File: config.mk
export PLATFORM = sky130hd
export DESIGN_NAME = pulse_width_bus_slave
export DESIGN_NICKNAME = d
export VERILOG_FILES = /design/src/rtl/core/pwbs_pkg.sv /design/src/rtl/core/pwbs_reply.sv /design/src/rtl/core/pulse_width_bus_slave.sv
export SDC_FILE = /design/constraint.sdc
export NUM_CORES = 1
export LEC_CHECK = 0
export BUFFER_PORTS_ARGS = -buffer_cell sky130_fd_sc_hd__buf_2
export CORE_MARGIN = 2
export CORE_UTILIZATION = 50
export DETAILED_ROUTE_END_ITERATION = 10
export PLACE_DENSITY = 0.65
export SLEW_MARGIN = 20
export SYNTH_ARGS = -nofsm -noshare
export SYNTH_HDL_FRONTEND = slang
export SYNTH_SLANG_ARGS = --single-unit
export TNS_END_PERCENT = 100
File: constraint.sdc
create_clock -name clk -period 7.3 [get_ports clk]
set_input_delay 0.365 -clock clk [delete_from_list [all_inputs] [get_ports clk]]
set_output_delay 0.365 -clock clk [all_outputs]
set_load 0.005 [all_outputs]
File: src/rtl/core/pwbs_pkg.sv
`timescale 1ns / 1ps
// ----------------------------------------------------------------------------
// pwbs_pkg
// Shared types, constants and helpers of the pulse-width bus slave.
// ----------------------------------------------------------------------------
package pwbs_pkg;

    // Stream and configuration port widths
    localparam int IN_TDATA_W  = 24;
    localparam int OUT_TDATA_W = 8;
    localparam int CFG_IDX_W   = 2;
    localparam int CFG_DATA_W  = 8;

    // Field widths
    localparam int ADDR_W  = 7;
    localparam int ID_W    = 8;
    localparam int SMOKE_W = 10;
    localparam int TEMP_W  = 7;
    localparam int TICK_W  = 11;
    localparam int SLOT_W  = 8;
    localparam int CODE_W  = 8;
    localparam int VAL_W   = 10;   // classified values never exceed the reset threshold

    // Configuration register indexes
    localparam logic [CFG_IDX_W-1:0] REG_OWN_ADDRESS   = 2'd0;
    localparam logic [CFG_IDX_W-1:0] REG_DEVICE_ID     = 2'd1;
    localparam logic [CFG_IDX_W-1:0] REG_REPORT_MODE   = 2'd2;
    localparam logic [CFG_IDX_W-1:0] REG_HUMIDITY_MODE = 2'd3;

    localparam logic [ADDR_W-1:0] OWN_ADDRESS_RST = 7'd1;

    // Low-phase classification, in ticks
    localparam logic [TICK_W-1:0] BIT0_MIN  = 11'd5;
    localparam logic [TICK_W-1:0] BIT0_MAX  = 11'd7;
    localparam logic [TICK_W-1:0] BIT1_MIN  = 11'd10;
    localparam logic [TICK_W-1:0] BIT1_MAX  = 11'd11;
    localparam logic [TICK_W-1:0] SYNC_MIN  = 11'd15;
    localparam logic [TICK_W-1:0] SYNC_MAX  = 11'd34;
    localparam logic [TICK_W-1:0] BUS_RESET = 11'd1000;
    localparam logic [TICK_W-1:0] TICK_MAX  = 11'd2047;

    localparam logic [VAL_W-1:0] VAL_ZERO = 10'd0;
    localparam logic [VAL_W-1:0] VAL_ONE  = 10'd1;
    localparam logic [VAL_W-1:0] VAL_SYNC = 10'd2;

    // Frame slots
    localparam logic [SLOT_W-1:0] SLOT_ENUM    = 8'd2;
    localparam logic [SLOT_W-1:0] SLOT_ADDR    = 8'd8;
    localparam logic [SLOT_W-1:0] SLOT_ACK     = 8'd9;
    localparam logic [SLOT_W-1:0] SLOT_CMD     = 8'd13;
    localparam logic [SLOT_W-1:0] SLOT_ALARM   = 8'd14;
    localparam logic [SLOT_W-1:0] SLOT_ID_LO   = 8'd14;
    localparam logic [SLOT_W-1:0] SLOT_ID_HI   = 8'd21;
    localparam logic [SLOT_W-1:0] SLOT_FLAG    = 8'd30;
    localparam logic [SLOT_W-1:0] SLOT_MODE_LO = 8'd34;
    localparam logic [SLOT_W-1:0] SLOT_MODE_HI = 8'd35;
    localparam logic [SLOT_W-1:0] SLOT_EXT_LO  = 8'd36;
    localparam logic [SLOT_W-1:0] SLOT_EXT_HI  = 8'd38;
    localparam logic [SLOT_W-1:0] SLOT_HUM     = 8'd39;
    localparam logic [SLOT_W-1:0] SLOT_FACK    = 8'd45;
    localparam logic [SLOT_W-1:0] SLOT_FUPD    = 8'd46;
    localparam logic [SLOT_W-1:0] SLOT_SMK_LO  = 8'd51;
    localparam logic [SLOT_W-1:0] SLOT_SMK_HI  = 8'd56;
    localparam logic [SLOT_W-1:0] SLOT_TMP_LO  = 8'd60;
    localparam logic [SLOT_W-1:0] SLOT_TMP_HI  = 8'd66;
    localparam logic [SLOT_W-1:0] SLOT_PAT_LO  = 8'd69;
    localparam logic [SLOT_W-1:0] SLOT_PAT_HI  = 8'd75;
    localparam logic [SLOT_W-1:0] SLOT_MAX     = 8'd255;
    localparam logic [SLOT_W-1:0] SLOT_OPT_BASE  = 8'd35;  // option slots 35..38
    localparam logic [SLOT_W-1:0] SLOT_CONF_BASE = 8'd42;  // confirm slots 42..45
    localparam int FIELD_LAST = 13;                        // slots 1..13 kept as values
    localparam int OPT_N      = 4;

    // Bit index bases for the serialized reply fields
    localparam logic [SLOT_W-1:0] ID_BASE  = 8'd21;
    localparam logic [SLOT_W-1:0] SMK_BASE = 8'd59;  // smoke/4 bits 6..1 = smoke bits 8..3
    localparam logic [SLOT_W-1:0] TMP_BASE = 8'd66;
    localparam logic [SLOT_W-1:0] PAT_BASE = 8'd75;
    localparam logic [6:0]        REPLY_PATTERN = 7'd25;

    // Commands
    localparam logic [CODE_W-1:0] CMD_PING = 8'd0;
    localparam logic [CODE_W-1:0] CMD_POLL = 8'd2;
    localparam logic [CODE_W-1:0] CMD_READ = 8'd3;
    localparam logic [CODE_W-1:0] CMD_FLAG = 8'd14;

    // Reply control from the slot decoder
    typedef struct packed {
        logic pulse;       // drive reply high and set indicator
        logic strobe;      // drive reply and select high, indicator untouched
        logic data_slot;   // reply follows data_bit
        logic data_bit;
        logic flag_upd;    // external flag update slot
    } reply_ctl_t;

    // Sync pulse slots: 22, 31, ... 94
    function automatic logic is_sync_slot(input logic [SLOT_W-1:0] s);
        logic hit;
        hit = 1'b0;
        for (int k = 0; k < 9; k++)
        begin
            if (s == SLOT_W'(22 + 9 * k))
            begin
                hit = 1'b1;
            end
        end
        return hit;
    endfunction

endpackage

File: src/rtl/core/pwbs_reply.sv
`timescale 1ns / 1ps
// ----------------------------------------------------------------------------
// pwbs_reply
// Slot decoder for an addressed frame: which reply pulses and data bits go
// out in the current slot under the current command.
// ----------------------------------------------------------------------------
module pwbs_reply (
    input  logic [pwbs_pkg::SLOT_W-1:0]  slot,
    input  logic [pwbs_pkg::CODE_W-1:0]  cmd,
    input  logic [pwbs_pkg::ID_W-1:0]    device_id,
    input  logic                         report_mode,
    input  logic                         humidity_mode,
    input  logic                         ext_flag,
    input  logic                         alarm_active,
    input  logic [pwbs_pkg::SMOKE_W-1:0] smoke_level,
    input  logic [pwbs_pkg::TEMP_W-1:0]  temperature,
    output pwbs_pkg::reply_ctl_t         ctl
);
    import pwbs_pkg::*;

    logic [SLOT_W-1:0] id_idx;
    logic [SLOT_W-1:0] smk_idx;
    logic [SLOT_W-1:0] tmp_idx;
    logic [SLOT_W-1:0] pat_idx;

    assign id_idx  = ID_BASE - slot;
    assign smk_idx = SMK_BASE - slot;
    assign tmp_idx = TMP_BASE - slot;
    assign pat_idx = PAT_BASE - slot;

    always_comb
    begin
        ctl = '0;
        ctl.pulse  = (slot == SLOT_ACK) || ((slot == SLOT_ALARM) && alarm_active)
                     || is_sync_slot(slot);
        ctl.strobe = (slot == SLOT_CMD);

        unique case (cmd) inside
            CMD_PING, CMD_POLL:
            begin
                if (slot == SLOT_CMD)
                begin
                    ctl.pulse = 1'b1;
                end
            end
            CMD_READ:
            begin
                if (slot == SLOT_CMD)
                begin
                    ctl.pulse = 1'b1;
                end
                if (slot >= SLOT_ID_LO && slot <= SLOT_ID_HI)
                begin
                    ctl.data_slot = 1'b1;
                    ctl.data_bit  = device_id[id_idx[2:0]];
                end
                else if (slot == SLOT_FLAG)
                begin
                    ctl.data_slot = 1'b1;
                    ctl.data_bit  = ext_flag;
                end
                else if (slot >= SLOT_MODE_LO && slot <= SLOT_MODE_HI)
                begin
                    ctl.data_slot = 1'b1;
                    ctl.data_bit  = report_mode;
                end
                else if (slot >= SLOT_EXT_LO && slot <= SLOT_EXT_HI)
                begin
                    ctl.data_slot = 1'b1;
                    ctl.data_bit  = ext_flag;
                end
                else if (slot == SLOT_HUM)
                begin
                    ctl.data_slot = 1'b1;
                    ctl.data_bit  = ext_flag | humidity_mode;
                end
                else if (slot >= SLOT_SMK_LO && slot <= SLOT_SMK_HI)
                begin
                    ctl.data_slot = 1'b1;
                    ctl.data_bit  = smoke_level[smk_idx[3:0]];
                end
                else if (slot >= SLOT_TMP_LO && slot <= SLOT_TMP_HI)
                begin
                    ctl.data_slot = 1'b1;
                    ctl.data_bit  = temperature[tmp_idx[2:0]];
                end
                else if (slot >= SLOT_PAT_LO && slot <= SLOT_PAT_HI)
                begin
                    ctl.data_slot = 1'b1;
                    ctl.data_bit  = REPLY_PATTERN[pat_idx[2:0]];
                end
            end
            CMD_FLAG:
            begin
                if (slot == SLOT_CMD || slot == SLOT_FLAG || slot == SLOT_FACK)
                begin
                    ctl.pulse = 1'b1;
                end
                ctl.flag_upd = (slot == SLOT_FUPD);
            end
            default:
            begin
            end
        endcase
    end

endmodule

File: src/rtl/core/pulse_width_bus_slave.sv
`timescale 1ns / 1ps
// ----------------------------------------------------------------------------
// pulse_width_bus_slave
// Pulse-width coded bus slave: times low phases, decodes frames, answers
// in fixed reply slots when addressed.
// ----------------------------------------------------------------------------
// Usage:
//   s_* carries one line sample per tick with the sensor inputs. Every
//   transfer is one tick; each produces exactly one m_* transfer with the
//   driver levels after that tick.
//   cfg_* writes the four setup registers (own address, device ID, report
//   mode, humidity mode); cfg_ready is always high. Write only while idle.
//   m_tvalid rises in the cycle after an s_* transfer. One sample per cycle
//   is taken while the result register can drain; all decoding sits between
//   the input handshake and the single result register, and the next sample
//   is taken in the same cycle the result is taken.
//   When m_tready is low the result register holds and s_tready drops until
//   it drains; no sample is lost.
//   Reset clears the low-phase timer, slot counter, frame, enumeration
//   counter, flags and drivers, and sets own address to 1. Of the slot
//   values, only slots 1..13, 35..38 and 42..45 are stored.
// ----------------------------------------------------------------------------
module pulse_width_bus_slave (
    input  logic                             clk,
    input  logic                             rst_n,
    // line_level[0], alarm_active[1], smoke_level[11:2], temperature[18:12]
    input  logic [pwbs_pkg::IN_TDATA_W-1:0]  s_tdata,
    input  logic                             s_tvalid,
    output logic                             s_tready,
    // reply_line[0], select_line[1], indicator[2]
    output logic [pwbs_pkg::OUT_TDATA_W-1:0] m_tdata,
    output logic                             m_tvalid,
    input  logic                             m_tready,
    input  logic                             cfg_valid,
    output logic                             cfg_ready,
    input  logic [pwbs_pkg::CFG_IDX_W-1:0]   cfg_index,
    input  logic [pwbs_pkg::CFG_DATA_W-1:0]  cfg_data
);
    import pwbs_pkg::*;

    // configuration
    logic [ADDR_W-1:0] own_address_reg;
    logic [ID_W-1:0]   device_id_reg;
    logic              report_mode_reg;
    logic              humidity_mode_reg;

    // state
    logic [TICK_W-1:0] low_ticks_reg,     low_ticks_next;
    logic [SLOT_W-1:0] slot_index_reg,    slot_index_next;
    logic [CODE_W-1:0] frame_address_reg, frame_address_next;
    logic [CODE_W-1:0] command_code_reg,  command_code_next;
    logic [CODE_W-1:0] enum_counter_reg,  enum_counter_next;
    logic              external_flag_reg, external_flag_next;
    logic              seen_high_reg,     seen_high_next;
    logic              fall_done_reg,     fall_done_next;
    logic              reply_reg,         reply_next;
    logic              select_reg,        select_next;
    logic              ind_reg,           ind_next;
    logic [VAL_W-1:0]  field_reg [1:FIELD_LAST];
    logic [OPT_N-1:0]  opt_one_reg;
    logic [OPT_N-1:0]  conf_one_reg;

    // output stage
    logic [OUT_TDATA_W-1:0] m_tdata_reg;
    logic                   m_tvalid_reg;

    // input fields
    logic               line_level;
    logic               alarm_active;
    logic [SMOKE_W-1:0] smoke_level;
    logic [TEMP_W-1:0]  temperature;

    logic              s_acc;
    logic              rise;
    logic              fall;
    logic              is_bit0, is_bit1, is_sync, is_rst, restart;
    logic [VAL_W-1:0]  val;
    logic [SLOT_W-1:0] wr_idx;
    logic [CODE_W-1:0] fa_base, fa_hit, cc_base, cc_hit, enum_base, enum_inc;
    logic [CODE_W-1:0] addr_bits, cmd_bits;
    logic              ext_base;
    logic              match;
    logic              enum_hit;
    logic [OPT_N-1:0]  pair_one;
    reply_ctl_t        ctl;

    assign line_level   = s_tdata[0];
    assign alarm_active = s_tdata[1];
    assign smoke_level  = s_tdata[11:2];
    assign temperature  = s_tdata[18:12];

    assign s_tready  = ~m_tvalid_reg | m_tready;
    assign s_acc     = s_tvalid & s_tready;
    assign cfg_ready = 1'b1;
    assign m_tdata   = m_tdata_reg;
    assign m_tvalid  = m_tvalid_reg;

    assign rise = line_level & ~seen_high_reg;
    assign fall = ~line_level & ~fall_done_reg;

    // low-phase classification
    assign is_bit0 = (low_ticks_reg >= BIT0_MIN) && (low_ticks_reg <= BIT0_MAX);
    assign is_bit1 = (low_ticks_reg >= BIT1_MIN) && (low_ticks_reg <= BIT1_MAX);
    assign is_sync = (low_ticks_reg >= SYNC_MIN) && (low_ticks_reg <= SYNC_MAX);
    assign is_rst  = low_ticks_reg > BUS_RESET;
    assign restart = is_sync | is_rst;

    always_comb
    begin
        if (is_bit0)
        begin
            val = VAL_ZERO;
        end
        else if (is_bit1)
        begin
            val = VAL_ONE;
        end
        else if (is_sync)
        begin
            val = VAL_SYNC;
        end
        else if (is_rst)
        begin
            val = VAL_ZERO;
        end
        else
        begin
            val = low_ticks_reg[VAL_W-1:0];  // at most the reset threshold here
        end
    end

    assign wr_idx    = restart ? '0 : slot_index_reg;
    assign fa_base   = restart ? '0 : frame_address_reg;
    assign cc_base   = restart ? '0 : command_code_reg;
    assign ext_base  = is_rst ? 1'b0 : external_flag_reg;

    // the current value is forwarded for the slot being written
    assign addr_bits = CODE_W'(field_reg[2] << 6) | CODE_W'(field_reg[3] << 5)
                     | CODE_W'(field_reg[4] << 4) | CODE_W'(field_reg[5] << 3)
                     | CODE_W'(field_reg[6] << 2) | CODE_W'(field_reg[7] << 1)
                     | CODE_W'(val);
    assign cmd_bits  = CODE_W'(field_reg[10] << 3) | CODE_W'(field_reg[11] << 2)
                     | CODE_W'(field_reg[12] << 1) | CODE_W'(val);

    assign fa_hit    = (wr_idx == SLOT_ADDR) ? (fa_base | addr_bits) : fa_base;
    assign enum_base = ((wr_idx == SLOT_ADDR) && (fa_hit == '0)) ? '0 : enum_counter_reg;
    assign match     = (fa_hit == {1'b0, own_address_reg}) && (wr_idx >= SLOT_ADDR);
    assign cc_hit    = (match && (wr_idx == SLOT_CMD)) ? (cc_base | cmd_bits) : cc_base;
    assign enum_inc  = enum_base + 8'd1;
    assign enum_hit  = (wr_idx == SLOT_ENUM) && (field_reg[1] == VAL_ONE) && (val == VAL_ZERO);
    assign pair_one  = opt_one_reg & conf_one_reg;

    pwbs_reply u_reply (
        .slot          (wr_idx),
        .cmd           (cc_hit),
        .device_id     (device_id_reg),
        .report_mode   (report_mode_reg),
        .humidity_mode (humidity_mode_reg),
        .ext_flag      (ext_base),
        .alarm_active  (alarm_active),
        .smoke_level   (smoke_level),
        .temperature   (temperature),
        .ctl           (ctl)
    );

    always_comb
    begin
        low_ticks_next     = low_ticks_reg;
        slot_index_next    = slot_index_reg;
        frame_address_next = frame_address_reg;
        command_code_next  = command_code_reg;
        enum_counter_next  = enum_counter_reg;
        external_flag_next = external_flag_reg;
        seen_high_next     = seen_high_reg;
        fall_done_next     = fall_done_reg;
        reply_next         = reply_reg;
        select_next        = select_reg;
        ind_next           = ind_reg;

        if (rise)
        begin
            frame_address_next = fa_hit;
            command_code_next  = cc_hit;
            enum_counter_next  = enum_base;
            external_flag_next = ext_base;
            if (match)
            begin
                if (ctl.pulse || ctl.strobe)
                begin
                    reply_next = 1'b1;
                end
                if (ctl.pulse)
                begin
                    ind_next = 1'b1;
                end
                if (ctl.strobe)
                begin
                    select_next = 1'b1;
                end
                if (ctl.data_slot)
                begin
                    reply_next = ctl.data_bit;
                    ind_next   = ind_next | ctl.data_bit;
                end
                if (ctl.flag_upd)
                begin
                    // pair 2 takes priority over pair 3, which takes priority over pairs 0 and 1
                    if (pair_one[2])
                    begin
                        external_flag_next = 1'b0;
                    end
                    else if (pair_one[3])
                    begin
                        external_flag_next = 1'b1;
                    end
                    else if (pair_one[0] || pair_one[1])
                    begin
                        external_flag_next = 1'b0;
                    end
                end
            end
            seen_high_next = 1'b1;
            fall_done_next = 1'b0;
            low_ticks_next = '0;
            if (enum_hit)
            begin
                enum_counter_next = enum_inc;
                if (enum_inc == {1'b0, own_address_reg})
                begin
                    frame_address_next = enum_inc;
                    reply_next         = 1'b1;
                    select_next        = 1'b1;
                end
            end
            slot_index_next = (wr_idx == SLOT_MAX) ? SLOT_MAX : wr_idx + 8'd1;
        end

        if (fall)
        begin
            reply_next     = 1'b0;
            select_next    = 1'b0;
            fall_done_next = 1'b1;
            seen_high_next = 1'b0;
        end

        // the falling tick already counts as low
        if (!line_level && low_ticks_reg != TICK_MAX)
        begin
            low_ticks_next = low_ticks_reg + 11'd1;
        end
    end

    // configuration writes
    always_ff @(posedge clk or negedge rst_n)
    begin
        if (!rst_n)
        begin
            own_address_reg   <= OWN_ADDRESS_RST;
            device_id_reg     <= '0;
            report_mode_reg   <= 1'b0;
            humidity_mode_reg <= 1'b0;
        end
        else if (cfg_valid)
        begin
            unique case (cfg_index)
                REG_OWN_ADDRESS:   own_address_reg   <= cfg_data[ADDR_W-1:0];
                REG_DEVICE_ID:     device_id_reg     <= cfg_data[ID_W-1:0];
                REG_REPORT_MODE:   report_mode_reg   <= cfg_data[0];
                REG_HUMIDITY_MODE: humidity_mode_reg <= cfg_data[0];
                default:
                begin
                end
            endcase
        end
    end

    // frame state
    always_ff @(posedge clk or negedge rst_n)
    begin
        if (!rst_n)
        begin
            low_ticks_reg     <= '0;
            slot_index_reg    <= '0;
            frame_address_reg <= '0;
            command_code_reg  <= '0;
            enum_counter_reg  <= '0;
            external_flag_reg <= 1'b0;
            seen_high_reg     <= 1'b0;
            fall_done_reg     <= 1'b0;
            reply_reg         <= 1'b0;
            select_reg        <= 1'b0;
            ind_reg           <= 1'b0;
            opt_one_reg       <= '0;
            conf_one_reg      <= '0;
            for (int k = 1; k <= FIELD_LAST; k++)
            begin
                field_reg[k] <= '0;
            end
        end
        else if (s_acc)
        begin
            low_ticks_reg     <= low_ticks_next;
            slot_index_reg    <= slot_index_next;
            frame_address_reg <= frame_address_next;
            command_code_reg  <= command_code_next;
            enum_counter_reg  <= enum_counter_next;
            external_flag_reg <= external_flag_next;
            seen_high_reg     <= seen_high_next;
            fall_done_reg     <= fall_done_next;
            reply_reg         <= reply_next;
            select_reg        <= select_next;
            ind_reg           <= ind_next;
            if (rise)
            begin
                for (int k = 1; k <= FIELD_LAST; k++)
                begin
                    if (wr_idx == SLOT_W'(k))
                    begin
                        field_reg[k] <= val;
                    end
                end
                for (int k = 0; k < OPT_N; k++)
                begin
                    if (wr_idx == SLOT_OPT_BASE + SLOT_W'(k))
                    begin
                        opt_one_reg[k] <= (val == VAL_ONE);
                    end
                    if (wr_idx == SLOT_CONF_BASE + SLOT_W'(k))
                    begin
                        conf_one_reg[k] <= (val == VAL_ONE);
                    end
                end
            end
        end
    end

    // result register
    always_ff @(posedge clk or negedge rst_n)
    begin
        if (!rst_n)
        begin
            m_tvalid_reg <= 1'b0;
        end
        else if (s_acc)
        begin
            m_tvalid_reg <= 1'b1;
        end
        else if (m_tready)
        begin
            m_tvalid_reg <= 1'b0;
        end
    end

    always_ff @(posedge clk)
    begin
        if (s_acc)
        begin
            m_tdata_reg <= {5'b0, ind_next, select_next, reply_next};
        end
    end

    // assertions
    a_edge_flags_excl: assert property (@(posedge clk) disable iff (!rst_n)
        !(seen_high_reg && fall_done_reg))
        else $error("seen_high and fall_done both set");

    a_fall_drops: assert property (@(posedge clk) disable iff (!rst_n)
        (s_acc && !line_level && !fall_done_reg) |=> (!reply_reg && !select_reg))
        else $error("drivers not released on falling edge");

    a_ind_sticky: assert property (@(posedge clk) disable iff (!rst_n)
        ind_reg |=> ind_reg)
        else $error("indicator cleared");

    a_rise_clears_timer: assert property (@(posedge clk) disable iff (!rst_n)
        (s_acc && rise) |=> (low_ticks_reg == '0))
        else $error("low timer not cleared on rising edge");

    a_out_matches: assert property (@(posedge clk) disable iff (!rst_n)
        m_tvalid_reg |-> (m_tdata_reg[2:0] == {ind_reg, select_reg, reply_reg}))
        else $error("result register out of step with drivers");

endmodule
==> impl_metrics.csv <==
group,metric,value,unit
timing,setup_violations,0,
critical_path,crit_family,"simple AND/OR/NAND/NOR gates",
synthesis,syn_area,8303,sq um
drt,drcViolationCount,0,
critical_path,end_kind,"flop",
power_and_ir_drop,intPower,1.775,mW
power_and_ir_drop,clkPwrFrac,0.309,
cells_and_area,layout-drive-gt1-share,0.1388,
synthesis,syn_avg_cell_area,8.604,sq um
outcome,status,"finished clean",
power_and_ir_drop,powerDensity,321.7,nW/um^2
synthesis,synthCells,965,
floorplan,std_cell_rows,47,
grt,grt_overflow,0,
synthesis,synth_seq_area_share,0.4028,
grt,antenna_found_initial,0,
critical_path,max_stage_delay,0.63,ns
critical_path,path_depth,22,
grt,grt_max_degree,80,
worst_hold_path,min_from,"cfg_data[4]",
grt,grt_pass1_vias,6911,
synthesis,synthTopCellsByArea,"dfrtp_1 39%, nand2_1 7.0%, o21ai_0 6.1%, nor2_1 2.9%, a21oi_1 2.6%",
power_and_ir_drop,pwr-share-seq,0.319,
power_and_ir_drop,power,2.973,mW
floorplan,io_pins,50,
synthesis,async_flop_share,0.9774,
critical_path,cp.required,7.61,ns
clock_network,cts_sinks,133,
floorplan,core,16410,sq um
synthesis,synth_most_common_cell,"nand2_1",
clock_network,cts_tree,"yes",
critical_path,r2r_cells,22,
timing,fin_crit_sh,0.9158,
synthesis,ys.flop_type,"dfrtp_1",
drt,drt_iter0_drc,613,
synthesis,synth_top_area_cell,"dfrtp_1",
grt,grt_first_pass_wirelength,37.69,mm
worst_hold_path,min_path_cells,3,
critical_path,start_kind,"flop",
drt,postRouteAntennaNets,0,
synthesis,yosysUniqueCellTypes,98,
drt,viasPerCell,6.177,
drt,routed_wl,23.48,mm
timing,tightest_slew,0.7976,ns
critical_path,r2r-end,"frame_address_reg[5]",
cells_and_area,fillers,1509,
clock_network,cts_setup_buffers,0,
placement,routabilityCongestion,0.9921,
cells_and_area,diodes,0,
drt,routedWlPerCell,19.45,um
power_and_ir_drop,switching_share,0.4030,
synthesis,synth_top_area_frac,0.3888,
timing,fin_skew,0.01257,ns
cells_and_area,multi_input_area,4558,sq um
placement,io_buffers,38,
cells_and_area,seq_area,3344,sq um
cells_and_area,layout.nets,1030,
critical_path,cpMaxStageDelayCell,"or4_4",
floorplan,die_y,132.9,um
critical_path,critPathBufInv,0,
timing,finalCriticalPeriod,6.685,ns
floorplan,start_util,0.5061,
floorplan,die_w,132.9,um
drt,vias,7456,
clock_network,cts-root-buf,"clkbuf_16",
cells_and_area,syn_to_final_growth,11.29,%
placement,place_hpwl,16.40,mm
critical_path,path_cells,"or4_4 > a41o_1 > nor3_4 > nand2_1 > ha_1 > and2_0 > a31oi_1 > a31o_2 > o22a_2 > and4_1 > nand2_2 > and2_1 > ha_1 > xor2_1 > a2111oi_0 > nor3b_1 > nand3_1 > o21a_1 > a211oi_2 > nand4_4 > and3_1 > a211o_1",
cells_and_area,largest_reg_flops,55,
clock_network,cts_made_buffers,17,
critical_path,rrSetupSlack,0.61,ns
drt,firstDrtPassIters,5,
synthesis,synth_edf_count,3,
floorplan,die-area,17650,sq um
worst_hold_path,min_to,"own_address_reg[4]",
timing,rsz0062_at_grt,"no",
timing,setup_tns,0,ns
clock_network,htreeDepth,4,
clock_network,clock_path_buffers,2,
synthesis,synthTopCellsByCount,"155 x nand2_1, 129 x dfrtp_1, 101 x o21ai_0",
critical_path,crit_path_frequent_cell,"ha_1",
power_and_ir_drop,power_frac_comb,0.373,
clock_network,clk_pin_slew,0.06,ns
synthesis,ys_ff_latch,133,
clock_network,clk_latency,0.43,ns
power_and_ir_drop,total_leakage_power,3.990,nW
timing,fmaxAchievable,149.6,MHz
synthesis,yosysWarnings,0,
critical_path,critPathKind,"flop to flop",
power_and_ir_drop,peakVddDrop,0.2112,mV
cells_and_area,utilization,0.5632,
critical_path,cp_max_fo,16,
critical_path,cp_data_arrival_time,6.99,ns
critical_path,r2r-start,"low_ticks_reg[2]",
power_and_ir_drop,switchingPower,1.198,mW
timing,final-hold-violation-count,0,
worst_hold_path,hp-class,"input pin to flop",
timing,maxSlewViolCount,0,
grt,grt_usage,0.2722,
timing,slew_headroom,0.4647,
flow_run,drv_cap,0,
timing,fin_hold_ws,0.1531,ns
[cell type report]
type	count	share of cell area
flip-flops and latches	133	0.3620
clock inverters	14	0.02031
repair buffers	54	0.03494
clock buffers	18	0.04753
well taps	220	0.02979
inverters	30	0.01219
multi-input cells	738	0.4933
[worst register-to-register path, stage by stage, from the launching register on]
cell	delay (ns)
dfrtp_1	0.53
or4_4	0.63
a41o_1	0.33
nor3_4	0.18
nand2_1	0.23
ha_1	0.31
and2_0	0.29
a31oi_1	0.23
a31o_2	0.14
o22a_2	0.21
and4_1	0.33
nand2_2	0.18
and2_1	0.20
ha_1	0.34
xor2_1	0.18
a2111oi_0	0.51
nor3b_1	0.34
nand3_1	0.11
o21a_1	0.14
a211oi_2	0.29
nand4_4	0.30
and3_1	0.30
a211o_1	0.26
[through the flow]
stage,instance area (sq um),worst slack (ns),cells
global route,9240,0.08334,1207
floorplan,8318,1.103,969
CTS,9228,0.5274,1207
detailed placement,8591,0.5855,1174
finish,9240,0.6146,1207
global placement,8591,0.6016,1174
[per-layer routing]
| layer | track usage | up-vias | share of wire |
|---|---|---|---|
| met5 | 0 | - | 0 |
| met4 | 0.07587 | 0 | 0.018 |
| met3 | 0.06935 | 41 | 0.084 |
| met2 | 0.4157 | 315 | 0.45 |
| met1 | 0.3856 | 3566 | 0.44 |
| li1 | - | 3534 | - |
[logic make-up after synthesis]
kind of cell	after synthesis	synth area share
and+or+nand+nor	385	0.2319
AOI/OAI and AO/OA	280	0.2245
DFF	133	0.4028
buffers and inverters	98	0.05139
muxes	33	0.04491
adders and majority gates	17	0.02562
xor gates and xnor gates	17	0.01793
other	2	0.0009045
[cells in the final DEF (no fill, tap or decap), types with 15 or more instances in the layout]
master and n:
dfrtp_1 129, a21oi_1 43, inv_1 30, nand3_1 37, nor2_1 64, ha_1 17, o21ai_0 101, mux2i_1 17
buf_2 37, nor3_1 23, clkbuf_16 17, nand4_1 15, nand2_1 155
[power by group through the flow]
stage	clock network [mW]	logic, mW	registers, mW
global placement	0	1.07	0.956
global route	0.963	1.21	0.961
floorplan	0	0.823	0.884
CTS	0.935	1.08	0.944
detailed placement	0	1.07	0.955
finish	0.918	1.11	0.947
[worst max path at each step]
| stage | start | endpoint | slack (ns) |
|---|---|---|---|
| after floorplan | low_ticks_reg[0] | m_tdata[1] | 1.10 |
| after global placement | low_ticks_reg[2] | frame_address_reg[5] | 0.60 |
| after detailed placement | low_ticks_reg[2] | frame_address_reg[5] | 0.59 |
| after CTS | low_ticks_reg[2] | frame_address_reg[5] | 0.53 |
| after global routing | low_ticks_reg[0] | frame_address_reg[5] | 0.08 |
| final | low_ticks_reg[2] | frame_address_reg[5] | 0.61 |
[what timing repair did]
action,CTS,global route
gates resized for setup,0,1
endpoints found under the hold margin,50,0
hold buffers,1,0
setup endpoints to repair,0,5
(Power assumes the default switching activity.)
